### src/rtl/core/cwd_pkg.sv
// Shared types, constants and the CRC-8 fold function of the word deframer.
package cwd_pkg;

  localparam int DATA_BYTES_DEFAULT = 2;
  localparam int CMD_FIFO_DEPTH     = 2;

  localparam logic [7:0] CRC_START  = 8'hFF;
  localparam logic [7:0] POLY_RESET = 8'h31;

  typedef enum logic [1:0] {
    STATUS_OK      = 2'd0,
    STATUS_CRC_ERR = 2'd1,
    STATUS_LEN_ERR = 2'd2
  } status_t;

  typedef struct packed {
    logic [7:0] rx_byte;
    logic       frame_end;
  } in_item_t;

  typedef struct packed {
    logic [7:0] payload_byte;
    status_t    status;
    logic       last_of_run;
  } out_item_t;

  // Folds one byte into an MSB-first CRC-8; the top bit of the polynomial is implied.
  function automatic logic [7:0] crc8_fold(input logic [7:0] crc, input logic [7:0] data,
                                           input logic [7:0] poly);
    logic [7:0] v;
    v = crc ^ data;
    for (int b = 0; b < 8; b++) begin
      if (v[7]) begin
        v = {v[6:0], 1'b0} ^ poly;
      end else begin
        v = {v[6:0], 1'b0};
      end
    end
    return v;
  endfunction

endpackage

### src/rtl/core/cwd_front.sv
// Front end: accepts bytes, tracks group position and CRC, and queues group commands.
module cwd_front #(
  parameter int DATA_BYTES = cwd_pkg::DATA_BYTES_DEFAULT
) (
  input  logic                      clk,
  input  logic                      rst,
  input  logic                      push,
  input  cwd_pkg::in_item_t         rx_item,
  input  logic                      cfg_valid,
  input  logic [7:0]                cfg_data,
  input  logic                      cmd_full,
  output logic                      cmd_push,
  output cwd_pkg::status_t          cmd_status,
  output logic [DATA_BYTES*8-1:0]   cmd_data
);

  localparam int PW = $clog2(DATA_BYTES + 1);
  localparam int IW = (DATA_BYTES > 1) ? $clog2(DATA_BYTES) : 1;
  localparam logic [PW-1:0] LAST_POS = PW'(DATA_BYTES);

  logic [7:0]    poly;
  logic [PW-1:0] pos;
  logic [7:0]    crc;
  logic          discarding;
  logic [7:0]    held [DATA_BYTES];

  logic          accept;
  logic          at_crc_byte;
  logic          crc_match;

  assign accept      = push && !cmd_full;
  assign at_crc_byte = (pos == LAST_POS);
  assign crc_match   = (crc == rx_item.rx_byte);

  always_comb begin
    for (int i = 0; i < DATA_BYTES; i++) begin
      cmd_data[i*8 +: 8] = held[i];
    end
  end

  always_comb begin
    cmd_push   = 1'b0;
    cmd_status = cwd_pkg::STATUS_OK;
    if (accept && !discarding) begin
      if (at_crc_byte) begin
        cmd_push   = 1'b1;
        cmd_status = crc_match ? cwd_pkg::STATUS_OK : cwd_pkg::STATUS_CRC_ERR;
      end else if (rx_item.frame_end) begin
        cmd_push   = 1'b1;
        cmd_status = cwd_pkg::STATUS_LEN_ERR;
      end
    end
  end

  always_ff @(posedge clk) begin
    if (rst) begin
      poly       <= cwd_pkg::POLY_RESET;
      pos        <= '0;
      crc        <= cwd_pkg::CRC_START;
      discarding <= 1'b0;
    end else begin
      if (cfg_valid) begin
        poly <= cfg_data;
      end
      if (accept) begin
        if (discarding) begin
          if (rx_item.frame_end) begin
            discarding <= 1'b0;
            pos        <= '0;
            crc        <= cwd_pkg::CRC_START;
          end
        end else if (at_crc_byte) begin
          pos        <= '0;
          crc        <= cwd_pkg::CRC_START;
          discarding <= !crc_match && !rx_item.frame_end;
        end else if (rx_item.frame_end) begin
          pos <= '0;
          crc <= cwd_pkg::CRC_START;
        end else begin
          pos <= pos + PW'(1);
          crc <= cwd_pkg::crc8_fold(crc, rx_item.rx_byte, poly);
        end
      end
    end
  end

  // Held bytes carry no reset; each is written before the CRC byte of its group reads it.
  always_ff @(posedge clk) begin
    if (accept && !discarding && !at_crc_byte) begin
      held[pos[IW-1:0]] <= rx_item.rx_byte;
    end
  end

endmodule

### src/rtl/core/cwd_cmd_fifo.sv
// Short register queue that carries group commands from the front to the back end.
module cwd_cmd_fifo #(
  parameter int WIDTH = 18,
  parameter int DEPTH = cwd_pkg::CMD_FIFO_DEPTH
) (
  input  logic             clk,
  input  logic             rst,
  input  logic             wr_en,
  input  logic [WIDTH-1:0] wr_data,
  output logic             full,
  input  logic             rd_en,
  output logic [WIDTH-1:0] rd_data,
  output logic             empty
);

  localparam int AW = (DEPTH > 1) ? $clog2(DEPTH) : 1;
  localparam int CW = $clog2(DEPTH + 1);

  logic [WIDTH-1:0] mem [DEPTH];
  logic [AW-1:0]    wr_ptr;
  logic [AW-1:0]    rd_ptr;
  logic [CW-1:0]    count;

  logic do_wr;
  logic do_rd;

  assign full    = (count == CW'(DEPTH));
  assign empty   = (count == '0);
  assign do_wr   = wr_en && !full;
  assign do_rd   = rd_en && !empty;
  assign rd_data = mem[rd_ptr];

  always_ff @(posedge clk) begin
    if (rst) begin
      wr_ptr <= '0;
      rd_ptr <= '0;
      count  <= '0;
    end else begin
      if (do_wr) begin
        wr_ptr <= (wr_ptr == AW'(DEPTH - 1)) ? '0 : wr_ptr + AW'(1);
      end
      if (do_rd) begin
        rd_ptr <= (rd_ptr == AW'(DEPTH - 1)) ? '0 : rd_ptr + AW'(1);
      end
      if (do_wr && !do_rd) begin
        count <= count + CW'(1);
      end else if (do_rd && !do_wr) begin
        count <= count - CW'(1);
      end
    end
  end

  always_ff @(posedge clk) begin
    if (do_wr) begin
      mem[wr_ptr] <= wr_data;
    end
  end

endmodule

### src/rtl/core/cwd_back.sv
// Back end: turns one group command into its result items, one item per cycle while pop is high.
module cwd_back #(
  parameter int DATA_BYTES = cwd_pkg::DATA_BYTES_DEFAULT
) (
  input  logic                    clk,
  input  logic                    rst,
  input  logic                    cmd_empty,
  input  cwd_pkg::status_t        cmd_status,
  input  logic [DATA_BYTES*8-1:0] cmd_data,
  output logic                    cmd_pop,
  output logic                    empty,
  input  logic                    pop,
  output cwd_pkg::out_item_t      result_item
);

  localparam int IW = (DATA_BYTES > 1) ? $clog2(DATA_BYTES) : 1;
  localparam logic [IW-1:0] LAST_IDX = IW'(DATA_BYTES - 1);

  logic                    busy;
  cwd_pkg::status_t        status;
  logic [DATA_BYTES*8-1:0] data;
  logic [IW-1:0]           idx;

  logic is_last;
  logic taken;

  assign is_last = (status != cwd_pkg::STATUS_OK) || (idx == LAST_IDX);
  assign taken   = busy && pop;
  // A new command loads when the current one is gone or its final item leaves now.
  assign cmd_pop = !cmd_empty && (!busy || (taken && is_last));
  assign empty   = !busy;

  always_comb begin
    result_item.payload_byte = (status == cwd_pkg::STATUS_OK) ? data[idx*8 +: 8] : 8'd0;
    result_item.status       = status;
    result_item.last_of_run  = is_last;
  end

  always_ff @(posedge clk) begin
    if (rst) begin
      busy <= 1'b0;
      idx  <= '0;
    end else begin
      if (cmd_pop) begin
        busy <= 1'b1;
        idx  <= '0;
      end else if (taken) begin
        if (is_last) begin
          busy <= 1'b0;
        end else begin
          idx <= idx + IW'(1);
        end
      end
    end
  end

  always_ff @(posedge clk) begin
    if (cmd_pop) begin
      status <= cmd_status;
      data   <= cmd_data;
    end
  end

endmodule

### src/rtl/core/crc_checked_word_deframer.sv
// Top level of the CRC-checked word deframer: front end, command queue and back end.
//
// Input channel: push/full. A byte is accepted at a rising edge with push high and
// full low; frame_end marks the last byte of a frame. Each group is DATA_BYTES data
// bytes followed by one CRC-8 byte (MSB first, start 0xFF, polynomial from the
// configuration register, which resets to 0x31 and is written through cfg_valid /
// cfg_ready / cfg_data; cfg_ready is always high).
// Result channel: empty/pop. The oldest result sits on result_item while empty is
// low and leaves at an edge with pop high. A good group gives DATA_BYTES items, a
// CRC mismatch or a short frame one error item; last_of_run flags the final item.
// Throughput: one byte per cycle while full is low. A result waits until its command
// is written into the queue and then loaded into the back end; the back end drains
// one item per cycle while pop is high, which group length always leaves room for.
// When the receiver stalls, finished commands wait in a two-entry queue; once it is
// full, full rises and input waits. Synchronous reset empties the queue, clears the
// group state and restores the polynomial.
module crc_checked_word_deframer #(
  parameter int DATA_BYTES = cwd_pkg::DATA_BYTES_DEFAULT
) (
  input  logic               clk,
  input  logic               rst,
  input  logic               push,
  output logic               full,
  input  cwd_pkg::in_item_t  rx_item,
  output logic               empty,
  input  logic               pop,
  output cwd_pkg::out_item_t result_item,
  input  logic               cfg_valid,
  output logic               cfg_ready,
  input  logic [7:0]         cfg_data
);

  localparam int CMD_W = 2 + DATA_BYTES * 8;

  logic                    cmd_push;
  logic                    cmd_full;
  cwd_pkg::status_t        front_status;
  logic [DATA_BYTES*8-1:0] front_data;
  logic                    cmd_pop;
  logic                    cmd_empty;
  logic [CMD_W-1:0]        fifo_rd;

  assign full      = cmd_full;
  assign cfg_ready = 1'b1;

  cwd_front #(
    .DATA_BYTES (DATA_BYTES)
  ) u_front (
    .clk        (clk),
    .rst        (rst),
    .push       (push),
    .rx_item    (rx_item),
    .cfg_valid  (cfg_valid),
    .cfg_data   (cfg_data),
    .cmd_full   (cmd_full),
    .cmd_push   (cmd_push),
    .cmd_status (front_status),
    .cmd_data   (front_data)
  );

  cwd_cmd_fifo #(
    .WIDTH (CMD_W),
    .DEPTH (cwd_pkg::CMD_FIFO_DEPTH)
  ) u_fifo (
    .clk     (clk),
    .rst     (rst),
    .wr_en   (cmd_push),
    .wr_data ({front_status, front_data}),
    .full    (cmd_full),
    .rd_en   (cmd_pop),
    .rd_data (fifo_rd),
    .empty   (cmd_empty)
  );

  cwd_back #(
    .DATA_BYTES (DATA_BYTES)
  ) u_back (
    .clk         (clk),
    .rst         (rst),
    .cmd_empty   (cmd_empty),
    .cmd_status  (cwd_pkg::status_t'(fifo_rd[CMD_W-1 -: 2])),
    .cmd_data    (fifo_rd[DATA_BYTES*8-1:0]),
    .cmd_pop     (cmd_pop),
    .empty       (empty),
    .pop         (pop),
    .result_item (result_item)
  );

endmodule
### config.mk
export PLATFORM = sky130hd
export DESIGN_NAME = crc_checked_word_deframer
export DESIGN_NICKNAME = d
export VERILOG_FILES = /design/src/rtl/core/cwd_pkg.sv /design/src/rtl/core/cwd_front.sv /design/src/rtl/core/cwd_cmd_fifo.sv /design/src/rtl/core/cwd_back.sv /design/src/rtl/core/crc_checked_word_deframer.sv
export SDC_FILE = /design/constraint.sdc
export NUM_CORES = 1
export LEC_CHECK = 0
export ABC_AREA = 1
export BUFFER_PORTS_ARGS = -buffer_cell sky130_fd_sc_hd__buf_2
export CAP_MARGIN = 40
export CORE_ASPECT_RATIO = 0.8
export CORE_MARGIN = 2
export CORE_UTILIZATION = 45
export DETAILED_ROUTE_END_ITERATION = 16
export PLACE_DENSITY = 0.67
export RECOVER_POWER = 50
export SLEW_MARGIN = 30
export SYNTH_ARGS = -nofsm -noshare
export SYNTH_HDL_FRONTEND = slang
export SYNTH_SLANG_ARGS = --single-unit
### constraint.sdc
create_clock -name clk -period 2.53 [get_ports clk]
set_input_delay 0.506 -clock clk [delete_from_list [all_inputs] [get_ports clk]]
set_output_delay 0.506 -clock clk [all_outputs]
set_load 0.03 [all_outputs]
Word-level counts from Yosys, hierarchy flattened
Memories as Yosys holds them, arrays and structs flattened. A register that Yosys moved wholly into a read port is not among the register bits.
Index checks and enable logic that the tools add are counted.
Storage, ports and cells
  flip-flop bits (word level): 25
  bits in writable memories: 52
  bits of input ports: 22
  output and inout port bits: 14
  word-level logic and storage cells: 137
  memories kept: 2
Memory list
  u_fifo.mem: words 2, bits a word 18, read ports 1, clocked after memory_dff 1, wr ports 1, RTL line cwd_cmd_fifo.sv:19  | logic [WIDTH-1:0] mem [DEPTH];
  u_front.held: words 2, bits a word 8, read ports 2, clocked after memory_dff 0, wr ports 1, RTL line cwd_front.sv:25  | logic [7:0] held [DATA_BYTES];
Operators by class
  $add $sub $neg: 6
  equality and inequality tests: 4
  shift operators: 1
  multiplexer cells: 73
  bitwise operators: 10
  reduce and logical (&&, ||, !) cells: 32
Operator list (number)
  8-bit 2-to-1 mux: 48
  8-bit XOR: 9
  2-bit 2-to-1 mux: 9
  1-bit 2-to-1 mux: 16
  16-bit by 5-bit indexed part select with 8-bit output: 1
  1-bit logical AND: 11
  1-bit logical NOT: 9
  8-bit equality test: 1
  2-bit nonzero test: 4
  2-bit AND reduction: 3
  2-bit by 1-bit adder with 2-bit output (second input constant): 2
  2-bit equality test (second input constant): 2
  2-bit logical NOT: 2
  1-bit adder (second input constant): 3
  1-bit logical OR: 2
  2-bit inequality test (second input constant): 1
  2-bit OR reduction: 1
  2-bit by 1-bit subtractor with 2-bit output (second input constant): 1
  1-bit NOT: 1

Longest topological paths before layout
Gate-level depths: netlist (run 1).
  depth in word-level cells: 55
  depth in mapped cells: 31
  depth with buffers taken out: 29

Hierarchy
A second synthesis (run 1) with hierarchy kept.
Second synthesis, totals
  cells, all modules: 571
  area, all modules: 5258.8 um^2
By module, submodules not included
  cwd_front: instances 1, cells an instance 414, area each 2840.2 um^2, seq. area each 860.8 um^2
  cwd_cmd_fifo: instances 1, cells an instance 93, area each 1605.3 um^2, seq. area each 1181.1 um^2
  cwd_back: instances 1, cells an instance 62, area each 802.0 um^2, seq. area each 580.6 um^2
  crc_checked_word_deframer: instances 1, cells an instance 2, area each 11.3 um^2, seq. area each 0.0 um^2

Worst setup path after synthesis (run 1)
Ideal clock, no wire load.
  kind: reg2reg
  start point: reg u_back.status[1] (read register of u_fifo.mem)
  end point: reg u_fifo.count[1]
  library setup time: 0.122 ns
  data arrival time: 2.863 ns
  required time: 2.408 ns
  path slack: -0.455 ns
  stages on the path, launching flop included: 13
  buffers on the path: 0
  period minus slack after synthesis: 2.985 ns
  path through: edfxtp_1 -> nor2_1 -> clkinv_1 -> nor2_1 -> inv_1 -> a21oi_1 -> a21oi_1 -> inv_1 -> ha_1 -> a21oi_1 -> o21ai_0 -> o21ai_0 -> a21oi_1
Between the ends
  longest elaborated chain between the ends: 9
  elaborated cells on any way between the ends: 11
  classes of those cells: mux: 1; reduce/logical: 10
Ends and longest elaborated chain
  start: declaration: RTL line cwd_back.sv:20  | cwd_pkg::status_t status;
  2-bit nonzero test *: RTL line cwd_back.sv:27  | assign is_last = (status != cwd_pkg::STATUS_OK) || (idx == LAST_IDX);
  1-bit logical OR *: RTL line cwd_back.sv:27
  named net u_back.is_last: RTL line cwd_back.sv:24  | logic is_last;
  1-bit logical AND *: RTL line cwd_back.sv:30  | assign cmd_pop = !cmd_empty && (!busy || (taken && is_last));
  1-bit logical OR *: RTL line cwd_back.sv:30
  1-bit logical AND *: RTL line cwd_back.sv:30
  named net cmd_pop: RTL line crc_checked_word_deframer.sv:39  | logic cmd_pop;
  1-bit logical AND *: RTL line cwd_cmd_fifo.sv:30  | assign do_rd = rd_en && !empty;
  1-bit logical NOT: RTL line cwd_cmd_fifo.sv:45  | if (do_wr && !do_rd) begin
  1-bit logical AND: RTL line cwd_cmd_fifo.sv:45
  2-bit 2-to-1 mux or 2-bit nonzero test (tied branches)
  end signal: assignment: RTL line cwd_cmd_fifo.sv:46  | count <= count + CW'(1);
  end signal: assignment: RTL line cwd_cmd_fifo.sv:48  | count <= count - CW'(1);
  end: declaration: RTL line cwd_cmd_fifo.sv:22  | logic [CW-1:0] count;
Mark *: on every way through the listed nets, which the timed path passes. The rest lies on a longest branch.
A chain may end at the register's enable or synchronous reset.

Worst setup path in the final report (run 1)
  start point: reg u_front.crc[7]
  end point: reg u_front.crc[6]
Between the ends
  longest elaborated chain between the ends: 53
  elaborated cells on any way between the ends: 54
  classes of those cells: mux: 46; bitwise: 8
Ends and longest elaborated chain
  start: declaration: RTL line cwd_front.sv:23  | logic [7:0] crc;
  start signal: assignment: RTL line cwd_front.sv:59  | crc <= cwd_pkg::CRC_START;
  start signal: assignment: RTL line cwd_front.sv:70  | crc <= cwd_pkg::CRC_START;
  start signal: assignment: RTL line cwd_front.sv:74  | crc <= cwd_pkg::CRC_START;
  8-bit XOR *: RTL line cwd_pkg.sv:31  | v = crc ^ data;
  8-bit 2-to-1 mux *: RTL line cwd_pkg.sv:33  | if (v[7]) begin
  8-bit 2-to-1 mux *: RTL line cwd_front.sv:76  | end else if (rx_item.frame_end) begin
  8-bit 2-to-1 mux *: RTL line cwd_front.sv:72  | end else if (at_crc_byte) begin
  8-bit 2-to-1 mux *: RTL line cwd_front.sv:66  | if (discarding) begin
  8-bit 2-to-1 mux *: RTL line cwd_front.sv:65  | if (accept) begin
  8-bit 2-to-1 mux *: RTL line cwd_front.sv:56  | if (rst) begin
  8-bit 2-to-1 mux *: RTL line cwd_pkg.sv:33
  [37 not listed]
  8-bit 2-to-1 mux *: RTL line cwd_front.sv:66
  8-bit 2-to-1 mux *: RTL line cwd_front.sv:65
  8-bit 2-to-1 mux *: RTL line cwd_front.sv:56
  8-bit XOR or 8-bit 2-to-1 mux (tied branches): RTL line cwd_pkg.sv:34, cwd_front.sv:56
  8-bit 2-to-1 mux *: RTL line cwd_pkg.sv:33
  8-bit 2-to-1 mux *: RTL line cwd_front.sv:76
  8-bit 2-to-1 mux *: RTL line cwd_front.sv:72
  8-bit 2-to-1 mux *: RTL line cwd_front.sv:66
Every way passes the cells marked *; elsewhere a longest branch is shown, timed or not. The select of a mux whose other input is x is not followed.

==> results of run 1 <==
## registers in the layout, summed over array words and instances, names as in the netlist
name,flops
u_back.busy,1
u_front.pos,2
u_back.data,16
u_fifo.wr_ptr,1
u_fifo.mem,36
u_front.discarding,1
u_fifo.count,2
u_fifo.rd_ptr,1
u_back.idx,1
u_front.held,16
u_back.status,2
u_front.poly,8
u_front.crc,8
## Yosys cell counts
library cell	number
a21oi_1	31
nand3_1	63
nor2_1	21
nand3_4	1
ha_1	2
nor4_1	1
nor3_2	1
dfxtp_1	25
buf_4	9
clkinv_1	5
buf_6	4
o21ai_0	13
nand2_1	267
a31oi_1	1
nor2_2	3
o311ai_0	1
nand2_4	6
nand4_1	2
clkbuf_1	12
inv_2	6
edfxtp_1	70
nor2_8	1
nand3_2	11
o21bai_1	1
o21ai_1	1
buf_2	2
conb_1	1
nor3_1	1
nand2_2	14
inv_1	66
xnor2_1	4
xor2_1	5
nand3b_1	1
## through the flow
stage	hold slack [ps]	util, %
6_report	385	60.7
5_1_grt	391	60.7
4_1_cts	381	57.7
3_5_place_dp	434	52.9
3_3_place_gp	423	52.9
2_1_floorplan	421	-
## worst min-delay path, delay by kind of cell
kind	cells	cell delay [ps]
buffers and inverters	1	80
and+or+nand+nor	2	110
## cells by family after synthesis
logic type      after synthesis
xor+xnor                      9
fa+ha+maj                     2
flops                        95
buf+inv                     104
compound gates               48
other cells                   1
simple gates                393
## what timing repair did
item / CTS / global route
resized for setup: 49 / 77
cloned: 2 / 0
pin swaps: 29 / 50
setup endpoints to repair: 8 / 8
hold buffers: 0 / 0
setup buffers: 10 / 6
## cell type report
type / instances / share of cell area, %
Clock inverter: 5 / 0.580
Sequential cell: 95 / 39.0
Multi-Input combinational cell: 455 / 38.7
Clock buffer: 11 / 3.48
Timing Repair Buffer: 103 / 10.9
Tap cell: 144 / 2.69
Inverter: 77 / 4.60
## metal layers
layer	part of all wire (%)	up-vias	GRT usage [%]
met3	4.9	19	4.72
li1	-	2266	-
met1	44	2139	25.9
met2	50	119	34.4
met4	1.3	0	3.93
met5	0	-	0
## power groups by stage
stage	Clock [uW]	Combinational (uW)	Sequential, uW
2_1_floorplan	0	2590	2260
3_5_place_dp	0	3510	2270
6_report	1240	4570	2250
5_1_grt	1320	5020	2280
3_3_place_gp	0	3420	2260
4_1_cts	1270	3890	2250
## layout by cell type (no fill, tap or decap), types with 3 or more instances in the layout
master and count:
nand2_1 218, edfxtp_1 70, inv_1 55, buf_4 54
nand3_1 49, nand2_2 43, a21oi_1 30, buf_2 28
dfxtp_1 22, nand2_4 21, nor2_1 19, nand3_2 17
inv_2 14, o21ai_0 12, buf_6 10, nand3_4 9
clkbuf_16 9, clkbuf_1 9, nand2_8 7, xor2_1 5
clkinv_1 4, xnor2_1 4, nor2_4 4, inv_6 3
clkbuf_4 3
## worst max-delay path by stage
stage / from / end / slack (ps) / cells past startpoint
6_report: u_front.crc[7] / u_front.crc[6] / -370 / 28
5_1_grt: u_front.crc[7] / u_front.crc[6] / -530 / 28
4_1_cts: u_front.crc[7] / u_front.crc[7] / -290 / 28
3_5_place_dp: rx_item[8] / u_front.crc[2] / -740 / 27
3_3_place_gp: rx_item[8] / u_front.crc[3] / -630 / 27
2_1_floorplan: rx_item[8] / u_front.crc[6] / -100 / 28
==> run summary, run 1 <==
MaxCap Viol Count = 0
mux share of post-synthesis cell area = 0%
Post-DP HPWL = 8280 um
Hold EP = u_front.poly[5]
area occupied by multi-input gates = 2590 um2
Mapped Cells = 652
Flop pwr share = 27.9%
FMAX = 0.345 GHz
Psw = 3550 uW
first-pass GRT wire length = 19,400 um
CP Buf/Inv Count = 7
DRT antenna net count = 0
DP Area = 5820 um2
Post-Syn Area per Cell = 7.94 um2
RSZ-0062 raised after global routing = yes
Setup-failing EPs final = 8
critical path endpoint category = register
syn_nets = 676
initial DRC count = 263
Via Count = 4,543
Seq cells post-synth = 95
area delta synth->final = 29.3%
Nets = 765
final setup TNS = -2430 ps
internal power = 4520 uW
share of cells above drive strength 1 = 31.8%
1st-pass router iterations = 5
total global-route track usage = 20.0%
number of buffers created by CTS = 9
Synth area leader = edfxtp_1
overall power = 8070 uW
CP arrival = 3130 ps
n_diodes = 0
Overflow after GRT = 0
largest net degree at the start of global routing = 23
Data required, critical path = 2760 ps
Setup WS pre-CTS = -745 ps
vias per cell = 5.10
Pleak = 0.00307 uW
Top Family by Delay on Critical Path = simple AND/OR/NAND/NOR gates
clk slew on worst S/H paths = 70 ps
synth top area cells = edfxtp_1, nand2_1, dfxtp_1, nand3_1, inv_1
gpl congestion = 0.866
Post-Synth Simple-Gate Area = 34.0%
CTS tree = done
drt wl/cell = 13.8 um
Longest Clk Path Bufs = 2
worst reg2reg path endpoint = u_front.crc[6]
H-tree levels = 3
initial antenna violation count = 0
CTS sink cnt = 95
Synth cell types = 33
XOR/XNOR Fraction of Synth Area = 1.52%
Fillers = 933
vias in the first global route = 4,162
Final min period = 2900 ps
WS Path Type = reg2reg
post-route insts no fill = 890
Sw Share = 44.0%
Worst Hold Launch = cfg_data[5]
r2r setup slk = -370 ps
cells on worst reg2reg path = 28
period utilization = 114%
Die Span Y = 99.9 um
IO buf count = 34
Slew headroom = 56.0%
Hold WC Path Type = in2reg
synth warn = 0
Mapped Area = 5170 um2
adder-cell area share of the yosys netlist = 0.484%
Clk pwr share = 15.4%
worst reg2reg startpoint = u_front.crc[7]
Synth Area in Compound Gates = 4.79%
CTS Root Cell = clkbuf_16
largest family of logic cells by synthesized area = simple AND/OR/NAND/NOR gates
Comb power frac = 56.7%
Initial Utilization = 47.0%
VDD IR max = 528 uV
PwrDens = 1210 nW/um2
CP max stage delay = 380 ps
# rows = 34
register area share after synthesis = 50.3%
failing checks = negative setup slack
worst hold path depth = 3
residual DRC count = 0
Final Skew = 8.36 ps
number of I/O pins = 36
design area = 6690 um2
core area = 11,000 um2
share of the synthesized area in the top cell type = 40.6%
final hold vios = 0
die area = 12,400 um2
worst slew pin tran = 656 ps
crit path launch type = register
status = finished, violations left
Worst path slowest cell = dfxtp_4
Crit Path Max Fanout = 7
clk_lat worst skew = 340 ps
setup slack after layout = -365 ps
die width = 124 um
Total Wirelength = 12,300 um
Placed Cells incl. Taps = 856
max-slew violation count = 0
register area = 2610 um2
Power figures use the tool's default switching activity.
==> run 2, diff against run 1 <==
- ABC_AREA: 1 -> unset
==> run 2 against run 1 <==
The run still ends with negative setup slack left. Sequential share of layout area increased by 1.8 points. Synthesized area decreased by 4.0%. Count of clock-buffer cells in the layout decreased by 2. Sequential power decreased by 2%. Highest routed layer unchanged. Core utilization decreased by 1.5 points. Largest power group unchanged. Largest cell class unchanged. Worst setup slack got worse by 570 ps. First-iteration DRC count increased by 30%. Hold slack improved by 22 ps. Clock power increased by 18%. Clock skew decreased by 2.4 ps.
==> run summary, run 2 <==
status = finished, violations left
failing checks = negative setup slack
residual DRC count = 0 (unchanged)
register area share after synthesis = 52.4% (+2.1 points)
Setup-failing EPs final = 8 (unchanged)
largest net degree at the start of global routing = 22 (-4.3%)
Die Span Y = 98.0 um (-1.9%)
1st-pass router iterations = 5 (unchanged)
initial DRC count = 343 (+30%)
vias per cell = 5.27 (+3.2%)
CTS Root Cell = clkbuf_16
Seq cells post-synth = 95 (unchanged)
Initial Utilization = 46.0% (-0.97 points)
Crit Path Max Fanout = 7 (unchanged)
Nets = 561 (-27%)
core area = 10,800 um2 (-1.9%)
MaxCap Viol Count = 0 (unchanged)
Via Count = 3,612 (-20%)
clk_lat worst skew = 330 ps (about the same)
Total Wirelength = 11,100 um (-9.4%)
CP arrival = 3710 ps (+580 ps)
worst slew pin tran = 1160 ps (+500 ps)
Fillers = 872 (-6.5%)
die area = 11,900 um2 (-3.8%)
DRT antenna net count = 0 (unchanged)
Synth area leader = edfxtp_1
max FFs per register = 36 (unchanged)
register area = 2610 um2 (unchanged)
Mapped Cells = 435 (-33%)
hold_buf cts = 0 (unchanged)
Final Skew = 5.97 ps (-2.38 ps)
max-slew violation count = 0 (unchanged)
syn_nets = 459 (-32%)
area delta synth->final = 28.8%
synth top area cells = edfxtp_1, dfxtp_1, xnor2_1, mux2_2, xnor3_1
final setup TNS = -7080 ps (-4650 ps)
number of buffers created by CTS = 9 (unchanged)
total global-route track usage = 19.6% (-0.46 points)
Core Util, Final = 59.2% (-1.5 points)
Post-DP HPWL = 8070 um (-2.6%)
Longest Clk Path Bufs = 2 (unchanged)
synth warn = 0 (unchanged)
M1 GR Usage = 28.5% (+2.5 points)
number of I/O pins = 36 (unchanged)
period utilization = 137% (+23 points)
initial antenna violation count = 0 (unchanged)
post-route insts no fill = 686 (-23%)
VDD IR max = 658 uV (+25%)
DP Area = 5910 um2 (+1.5%)
RSZ-0062 raised after global routing = yes
most frequent cell after synthesis = edfxtp_1
Largest Register = u_fifo.mem
Slew headroom = 22.9% (-33 points)
clk slew on worst S/H paths = 70 ps (about the same)
commonest non-fill, non-tap cell in the layout = edfxtp_1
Hold WC Path Type = in2reg
Synth cell types = 56 (+70%)
Mapped Area = 4970 um2 (-4.0%)
met2 Use GR = 30.9% (-3.5 points)
CTS sink cnt = 95 (unchanged)
PwrDens = 1420 nW/um2 (+18%)
Synth top cells by count = edfxtp_1, nand2_1, nor2_1
setup slack after layout = -934 ps (-569 ps)
area occupied by multi-input gates = 2490 um2 (-4.0%)
Most Crowded Layer GR = met2
share of cells above drive strength 1 = 33.9% (+2.2 points)
die width = 121 um (-1.9%)
Post-Syn Area per Cell = 11.4 um2 (+44%)
FMAX = 0.289 GHz (-16%)
hold_ws = 407 ps (+21.6 ps)
number of flops mapped to enable cells by yosys = 70 (unchanged)
commonest non-fill, non-tap cells in the layout = edfxtp_1, buf_4, nor2_1, nand2_1, xnor2_1
Pleak = 0.00248 uW (-19%)
drt wl/cell = 16.2 um (+17%)
Data required, critical path = 2770 ps (about the same)
crit path launch type = register
H-tree levels = 3 (unchanged)
final hold vios = 0 (unchanged)
critical path endpoint category = register
first-pass GRT wire length = 17,900 um (-7.5%)
FFs w/ async S/R, synth = 0% (unchanged)
# rows = 34 (unchanged)
main flop type after synthesis = edfxtp_1
vias in the first global route = 3,522 (-15%)
IO buf count = 34 (unchanged)
share of the synthesized area in the top cell type = 42.3% (+1.7 points)
Final min period = 3460 ps (+569 ps)
n_diodes = 0 (unchanged)
WS Path Type = reg2reg
Overflow after GRT = 0 (unchanged)
design area = 6400 um2 (-4.3%)
routing usage on met3 = 3.86% (-0.86 points)
Placed Cells incl. Taps = 664 (-22%)
gpl congestion = 0.959 (+11%)
CTS tree = done
run 2: changes by cell type in the layout (fill, tap and decap cells not counted), moves of 25 or more:
cell     before  now
nand2_1     218   44
inv_1        55    9
nand2_2      43    1
nand3_1      49    7
xnor2_1       4   30
nor2_1       19   44
run 2: per-layer routing:
| metal | up-vias | wire length, um |
|---|---|---|
| li1 | 1775 | - |
| met1 | 1707 | 5070 |
| met2 | 117 | 5200 |
| met3 | 13 | 719 |
| met4 | 0 | 146 |
| met5 | - | 0 |
run 2: worst paths after layout:
check / slack, ps / startpoint / cells past startpoint / to
max reg2reg: -930 / u_front.crc[7] / 16 / u_front.crc[7]
min: 410 / rx_item[0] / 2 / u_front.discarding
max: -930 / u_front.crc[7] / 16 / u_front.crc[7]
min reg2reg: 450 / u_front.held[0][4] / 0 / u_fifo.mem[0][4]
run 2: power breakdown:
| group | internal [uW] | switching [uW] |
|---|---|---|
| sequential | 2040 | 174 |
| clock | 880 | 579 |
| combinational | 2720 | 2710 |
| total | 5640 | 3460 |
run 2: stage by stage:
| step | total power (uW) | setup slack, ps |
|---|---|---|
| after floorplan | 5760 | -888 |
| after global placement | 7110 | -1160 |
| after detailed placement | 7210 | -1210 |
| after CTS | 8870 | -882 |
| after global routing | 9650 | -1110 |
| final | 9100 | -934 |
run 2: kinds of logic (layout without fill, tap and decap cells):
| family | after synthesis | after routing | share of synthesized area (%) |
|---|---|---|---|
| fa+ha+maj | 2 | 2 | 0.504 |
| flops | 95 | 95 | 52.4 |
| xor+xnor | 61 | 61 | 14.0 |
| mux | 36 | 36 | 7.73 |
| other cells | 1 | 1 | 0.0755 |
| buf+inv | 31 | 138 | 2.52 |
| simple gates | 150 | 150 | 14.2 |
| compound gates | 59 | 59 | 8.64 |
run 2: layout make-up:
type                       count  share of cell area, %
clock inverter                 7                   1.62
timing repair buffer         112                   11.8
multi-input combinational    309                   38.9
sequential                    95                   40.8
clock buffer                   9                   3.52
tap                          144                   2.81
inverter                      10                  0.586
run 2: critical path: stages (launching register included):
cell	delay, ps
dfxtp_4	390
xor2_4	210
buf_6	150
buf_4	130
a2bb2oi_1	210
a31oi_1	140
o211a_1	260
or3_4	400
nand2_2	110
buf_4	120
a31oi_4	40
buf_4	180
nor2_4	160
nand2_1	70
xnor3_1	410
a21o_1	190
a31oi_1	190
run 2: what timing repair did:
| item | in CTS | in global routing |
|---|---|---|
| gates cloned | 0 | 0 |
| pin swaps | 3 | 8 |
| buffers inserted | 2 | 3 |
| resized for setup | 16 | 17 |
| endpoints found under the setup margin | 8 | 8 |
